## src/assert_macros.svh

```systemverilog
// Assertion macros shared by the flow time bin accumulator modules.
// Needs a clock named aclk and an active-low reset named aresetn in scope.
`ifndef ASSERT_MACROS_SVH
`define ASSERT_MACROS_SVH

// Check on every clock edge outside reset
`define FTA_ASSERT(label, prop, msg) \
    label: assert property (@(posedge aclk) disable iff (!aresetn) prop) \
        else $error(msg);

// Check on every clock edge, reset included
`define FTA_ASSERT_ALWAYS(label, prop, msg) \
    label: assert property (@(posedge aclk) prop) \
        else $error(msg);

`endif

```

## src/fta_pkg.sv

```systemverilog
// Package of the flow time bin accumulator: codes, command and status types.
// Used by every module of the block; depends on nothing.
package fta_pkg;

    // Width of the shared divider
    localparam int DIV_W = 64;

    // Request function codes
    localparam logic FUNC_ADD  = 1'b0;
    localparam logic FUNC_READ = 1'b1;

    // Load mode codes
    localparam logic [1:0] MODE_START  = 2'd0;
    localparam logic [1:0] MODE_END    = 2'd1;
    localparam logic [1:0] MODE_MID    = 2'd2;
    localparam logic [1:0] MODE_SPREAD = 2'd3;

    // Configuration register indexes
    localparam logic [1:0] REG_BIN_WIDTH  = 2'd0;
    localparam logic [1:0] REG_FIRST_TIME = 2'd1;
    localparam logic [1:0] REG_LOAD_MODE  = 2'd2;

    typedef enum logic [2:0] {
        DIV_BIN_A,
        DIV_BIN_B,
        DIV_SHR_REC,
        DIV_SHR_BYT,
        DIV_SHR_PKT
    } div_op_t;

    typedef enum logic [3:0] {
        ST_CLEAR,
        ST_IDLE,
        ST_DIV_START,
        ST_DIV_WAIT,
        ST_CHECK,
        ST_WALK_RD,
        ST_WALK_WR,
        ST_RD_ISSUE,
        ST_RD_DATA,
        ST_RESULT
    } state_t;

    typedef struct packed {
        logic    clr_en;
        logic    capture;
        logic    div_start;
        div_op_t div_op;
        logic    rd_en;
        logic    wr_en;
        logic    walk_step;
        logic    res_load;
    } fta_cmd_t;

    typedef struct packed {
        logic clr_last;
        logic div_busy;
        logic div_done;
        logic oor;
        logic walk_last;
    } fta_sts_t;

endpackage

```

## src/fta_ctrl.sv

```systemverilog
// Controller of the flow time bin accumulator: sequences clearing, divisions,
// bin walks, reads and the result handshake. Depends on fta_pkg.
`include "assert_macros.svh"
module fta_ctrl (
    input  logic              aclk,
    input  logic              aresetn,
    input  logic              s_valid,
    input  logic              s_func,
    output logic              s_ready,
    output logic              m_valid,
    input  logic              m_ready,
    input  logic [1:0]        load_mode,
    input  fta_pkg::fta_sts_t sts,
    output fta_pkg::fta_cmd_t cmd
);
    import fta_pkg::*;

    state_t  state_reg, state_next;
    div_op_t op_reg, op_next;
    logic    m_valid_reg, m_valid_next;

    // State register
    always_ff @(posedge aclk) begin
        if (!aresetn) begin
            state_reg   <= ST_CLEAR;
            op_reg      <= DIV_BIN_A;
            m_valid_reg <= 1'b0;
        end else begin
            state_reg   <= state_next;
            op_reg      <= op_next;
            m_valid_reg <= m_valid_next;
        end
    end

    // Next state and commands
    always_comb begin
        state_next   = state_reg;
        op_next      = op_reg;
        m_valid_next = m_valid_reg && !m_ready;
        cmd          = '0;
        cmd.div_op   = op_reg;
        s_ready      = 1'b0;
        unique case (state_reg)
            ST_CLEAR: begin
                cmd.clr_en = 1'b1;
                if (sts.clr_last) begin
                    state_next = ST_IDLE;
                end
            end
            ST_IDLE: begin
                s_ready = 1'b1;
                if (s_valid) begin
                    cmd.capture = 1'b1;
                    op_next     = DIV_BIN_A;
                    state_next  = (s_func == FUNC_READ) ? ST_RD_ISSUE : ST_DIV_START;
                end
            end
            ST_DIV_START: begin
                cmd.div_start = 1'b1;
                state_next    = ST_DIV_WAIT;
            end
            ST_DIV_WAIT: begin
                if (sts.div_done) begin
                    unique case (op_reg)
                        DIV_BIN_A: begin
                            if (load_mode == MODE_SPREAD) begin
                                op_next    = DIV_BIN_B;
                                state_next = ST_DIV_START;
                            end else begin
                                state_next = ST_CHECK;
                            end
                        end
                        DIV_BIN_B:   state_next = ST_CHECK;
                        DIV_SHR_REC: begin
                            op_next    = DIV_SHR_BYT;
                            state_next = ST_DIV_START;
                        end
                        DIV_SHR_BYT: begin
                            op_next    = DIV_SHR_PKT;
                            state_next = ST_DIV_START;
                        end
                        default:     state_next = ST_WALK_RD;
                    endcase
                end
            end
            ST_CHECK: begin
                priority if (sts.oor) begin
                    state_next = ST_RESULT;
                end else if (load_mode == MODE_SPREAD) begin
                    op_next    = DIV_SHR_REC;
                    state_next = ST_DIV_START;
                end else begin
                    state_next = ST_WALK_RD;
                end
            end
            ST_WALK_RD: begin
                cmd.rd_en  = 1'b1;
                state_next = ST_WALK_WR;
            end
            ST_WALK_WR: begin
                cmd.wr_en = 1'b1;
                if (sts.walk_last) begin
                    state_next = ST_RESULT;
                end else begin
                    cmd.walk_step = 1'b1;
                    state_next    = ST_WALK_RD;
                end
            end
            ST_RD_ISSUE: begin
                cmd.rd_en  = 1'b1;
                state_next = ST_RD_DATA;
            end
            ST_RD_DATA: begin
                state_next = ST_RESULT;
            end
            ST_RESULT: begin
                if (!m_valid_reg || m_ready) begin
                    cmd.res_load = 1'b1;
                    m_valid_next = 1'b1;
                    state_next   = ST_IDLE;
                end
            end
            default: begin
                state_next = ST_IDLE;
            end
        endcase
    end

    assign m_valid = m_valid_reg;

    `FTA_ASSERT(a_ctl_wr_clr, !(cmd.wr_en && cmd.clr_en), "update during clear sweep")
    `FTA_ASSERT(a_ctl_div_idle, cmd.div_start |-> !sts.div_busy, "divider started while busy")
    `FTA_ASSERT(a_ctl_res_free, cmd.res_load |-> (!m_valid_reg || m_ready), "result overwritten")
    `FTA_ASSERT_ALWAYS(a_ctl_rst_clear, !aresetn |=> state_reg == ST_CLEAR, "reset left clear")

endmodule

```

## config.mk

```make
export PLATFORM = sky130hd
export DESIGN_NAME = fta_ctrl
export DESIGN_NICKNAME = d
export VERILOG_FILES = /design/src/fta_pkg.sv /design/src/fta_ctrl.sv
export VERILOG_INCLUDE_DIRS = /design/src /design/src/src
export SDC_FILE = /design/constraint.sdc
export NUM_CORES = 1
export LEC_CHECK = 0
export ABC_AREA = 1
export BUFFER_PORTS_ARGS = -buffer_cell sky130_fd_sc_hd__buf_2
export CORE_AREA = 3 3 40 42
export CTS_BUF_LIST = sky130_fd_sc_hd__clkbuf_8
export DETAILED_ROUTE_END_ITERATION = 10
export DIE_AREA = 0 0 43 45
export MAX_ROUTING_LAYER = met4
export PLACE_DENSITY = 0.9
export SLEW_MARGIN = 0
export SYNTH_ARGS = -nofsm -noshare
export SYNTH_HDL_FRONTEND = slang
export SYNTH_SLANG_ARGS = --single-unit
```

## constraint.sdc

```tcl
create_clock -name aclk -period 3.7 [get_ports aclk]
set_clock_uncertainty 0.1 [all_clocks]
set_input_delay 0.74 -clock aclk [delete_from_list [all_inputs] [get_ports aclk]]
set_output_delay 0.74 -clock aclk [all_outputs]
set_load 0.02 [all_outputs]
```

==> flow_summary.ini <==
[clocking]
clock-sinks = 8
cts-buffers-inserted = 3
cts_tree = yes
clockRootBuffer = clkbuf_8
cts.path.max_buffers = 2
clk_latency_ns = 0.23
cts_hold_buffers = 0
cts_setup_buffers = 0
clk_pin_slew_ns = 0.04
htree_levels = 1
postCtsResizedCells = 0

[setup_path]
reg2regPathDepth = 8
path_class = reg2out
reg2reg_slack_ns = 2.26
timing.rr.end = op_reg[1]
worstPathArrival_ns = 1.31
crit_fanout = 5
cp.required_ns = 2.86
endpoint_kind = primary output
r2r_start = state_reg[2]
cp-start-kind = flip-flop

[floorplanning]
core-area_sq_mm = 0.00128
num_io_pins = 24
die_h_um = 45
dieArea_sq_mm = 0.00194
die_w_um = 43
initial_core_util = 0.522
num_rows = 13

[grt]
grt_pass1_vias = 697
track_usage = 0.191
antenna_found_initial = 0
grt_pass1_wl_mm = 2.73
grt_max_degree = 7
overflow = 0

[finish]
drive_above_1_share = 0.258
fill_cells = 125
area_delta_synth_final_pct = 25.4
multiInputGateArea_sq_um = 428
seq_area_sq_um = 160
diodes = 0
final_util = 0.654
largest_reg_flops = 4
layout.nets = 165

[pwr]
leakage_uw = 0.000490
ir_worst_vdd_mv = 0.444
power-per-cell-area_mw_per_mm2 = 767

[timing]
setup_violations = 0
whs_ns = 0.443
drv_slew = 0
final.setup.tns_ns = 0
hold_viol = 0
period_share = 0.581
slew-limit-headroom = 0.820
fmax_mhz = 465
min_period_ns = 2.15
worst_slew_pin_slew_ns = 0.270
setup_ws_ns = 1.55
rsz0062_at_grt = false

[drt]
drt_iter0_markers = 14
vias_per_cell = 4.96
vias = 824
wirelength_mm = 1.72
ant_nets = 0
wl_per_cell_um = 10.4
drt_pass1_iterations = 4
drc = 0

[min_path]
hold_end = m_valid
hp-class = reg2reg
hp-start = m_valid
min_path_cells = 4

[synth]
synth_area_per_cell_sq_um = 5.32
yosysWarnings = 0
synth-seq-cells = 8
syn-cell-area_sq_um = 671
synth_nets = 138
ys_seq_area_frac = 0.239
syn_inst = 126
synthDistinctLibCells = 16

[job]
drv_cap = 0

[place]
gp_congestion = 0.908
place_hpwl_mm = 1.39
io_buffers = 22
dp_slack_ns = 1.64

[status]
status = finished, final reports clean
[layer usage]
layer | routed length, um | global-route usage | up-vias
met4 | 12 | 0.0422 | 0
met2 | 888 | 0.332 | 23
met1 | 719 | 0.216 | 358
li1 | - | - | 439
met5 | 0 | - | -
met3 | 102 | 0.0598 | 4
[how the worst max path moves through the flow]
stage                       startpoint      to  slack [ns]  cells past startpoint
after global routing      state_reg[0]  cmd[1]        1.47                      6
after floorplan           state_reg[0]  cmd[1]        1.71                      5
after CTS                 state_reg[1]  cmd[1]        1.57                      5
after global placement         m_ready  cmd[0]        1.65                      4
after detailed placement       m_ready  cmd[0]        1.64                      4
final                     state_reg[1]  cmd[1]        1.55                      5
[synthesized netlist by cell type (all sizes together)]
library cell  instances  share of area
nor2                 29           0.19
dfxtp                 8           0.24
nand2                42           0.24
nor3                  1         0.0075
inv                  22           0.12
a21oi                 6          0.050
nand3                13           0.10
o21ai                 3          0.022
nand4                 2          0.019
[power by group]
part	internal [uW]	leakage, uW	switching, uW
Clock	70.5	0.0000216	34.2
Sequential	113	0.0000653	37.6
Combinational	130	0.000403	260
[layout by cell type, fill, tap and decap left out]
cell type   n
a21oi_2     1
nand2_1    40
nor2_2      5
o21ai_0     2
clkbuf_8    3
nand3_2     1
nor3_1      1
nor2_1     23
inv_2       4
inv_1      18
nand3_1    12
nand2_2     2
nor2_4      1
dfxtp_1     8
a21oi_1     5
o21ai_1     1
buf_2      22
nand4_1     2
[through the flow]
step / cells / instance area [sq um] / total power (uW)
3_5_place_dp: 163 / 800 / 536
4_1_cts: 166 / 841 / 643
3_3_place_gp: 163 / 800 / 530
2_1_floorplan: 126 / 671 / 444
6_report: 166 / 841 / 645
5_1_grt: 166 / 841 / 709
[critical path: stages, from the launching register on]
cell and delay, ns:
dfxtp_1 0.44, nand2_1 0.13, nor2_1 0.19, nand2_1 0.10, inv_1 0.06, buf_2 0.15
[area by class of cell]
| type | instances | area share |
|---|---|---|
| clock buffer | 3 | 0.0491 |
| inverter | 22 | 0.0982 |
| multi-input combinational | 96 | 0.509 |
| sequential | 8 | 0.190 |
| tap | 15 | 0.0223 |
| timing repair buffer | 22 | 0.131 |
[kinds of logic (layout without fill, tap and decap cells)]
group | Yosys count | in the layout | synth area share
simple gates | 87 | 87 | 0.565
compound gates | 9 | 9 | 0.0728
flops | 8 | 8 | 0.239
buf+inv | 22 | 47 | 0.123
Power figures use the tool's default switching activity.
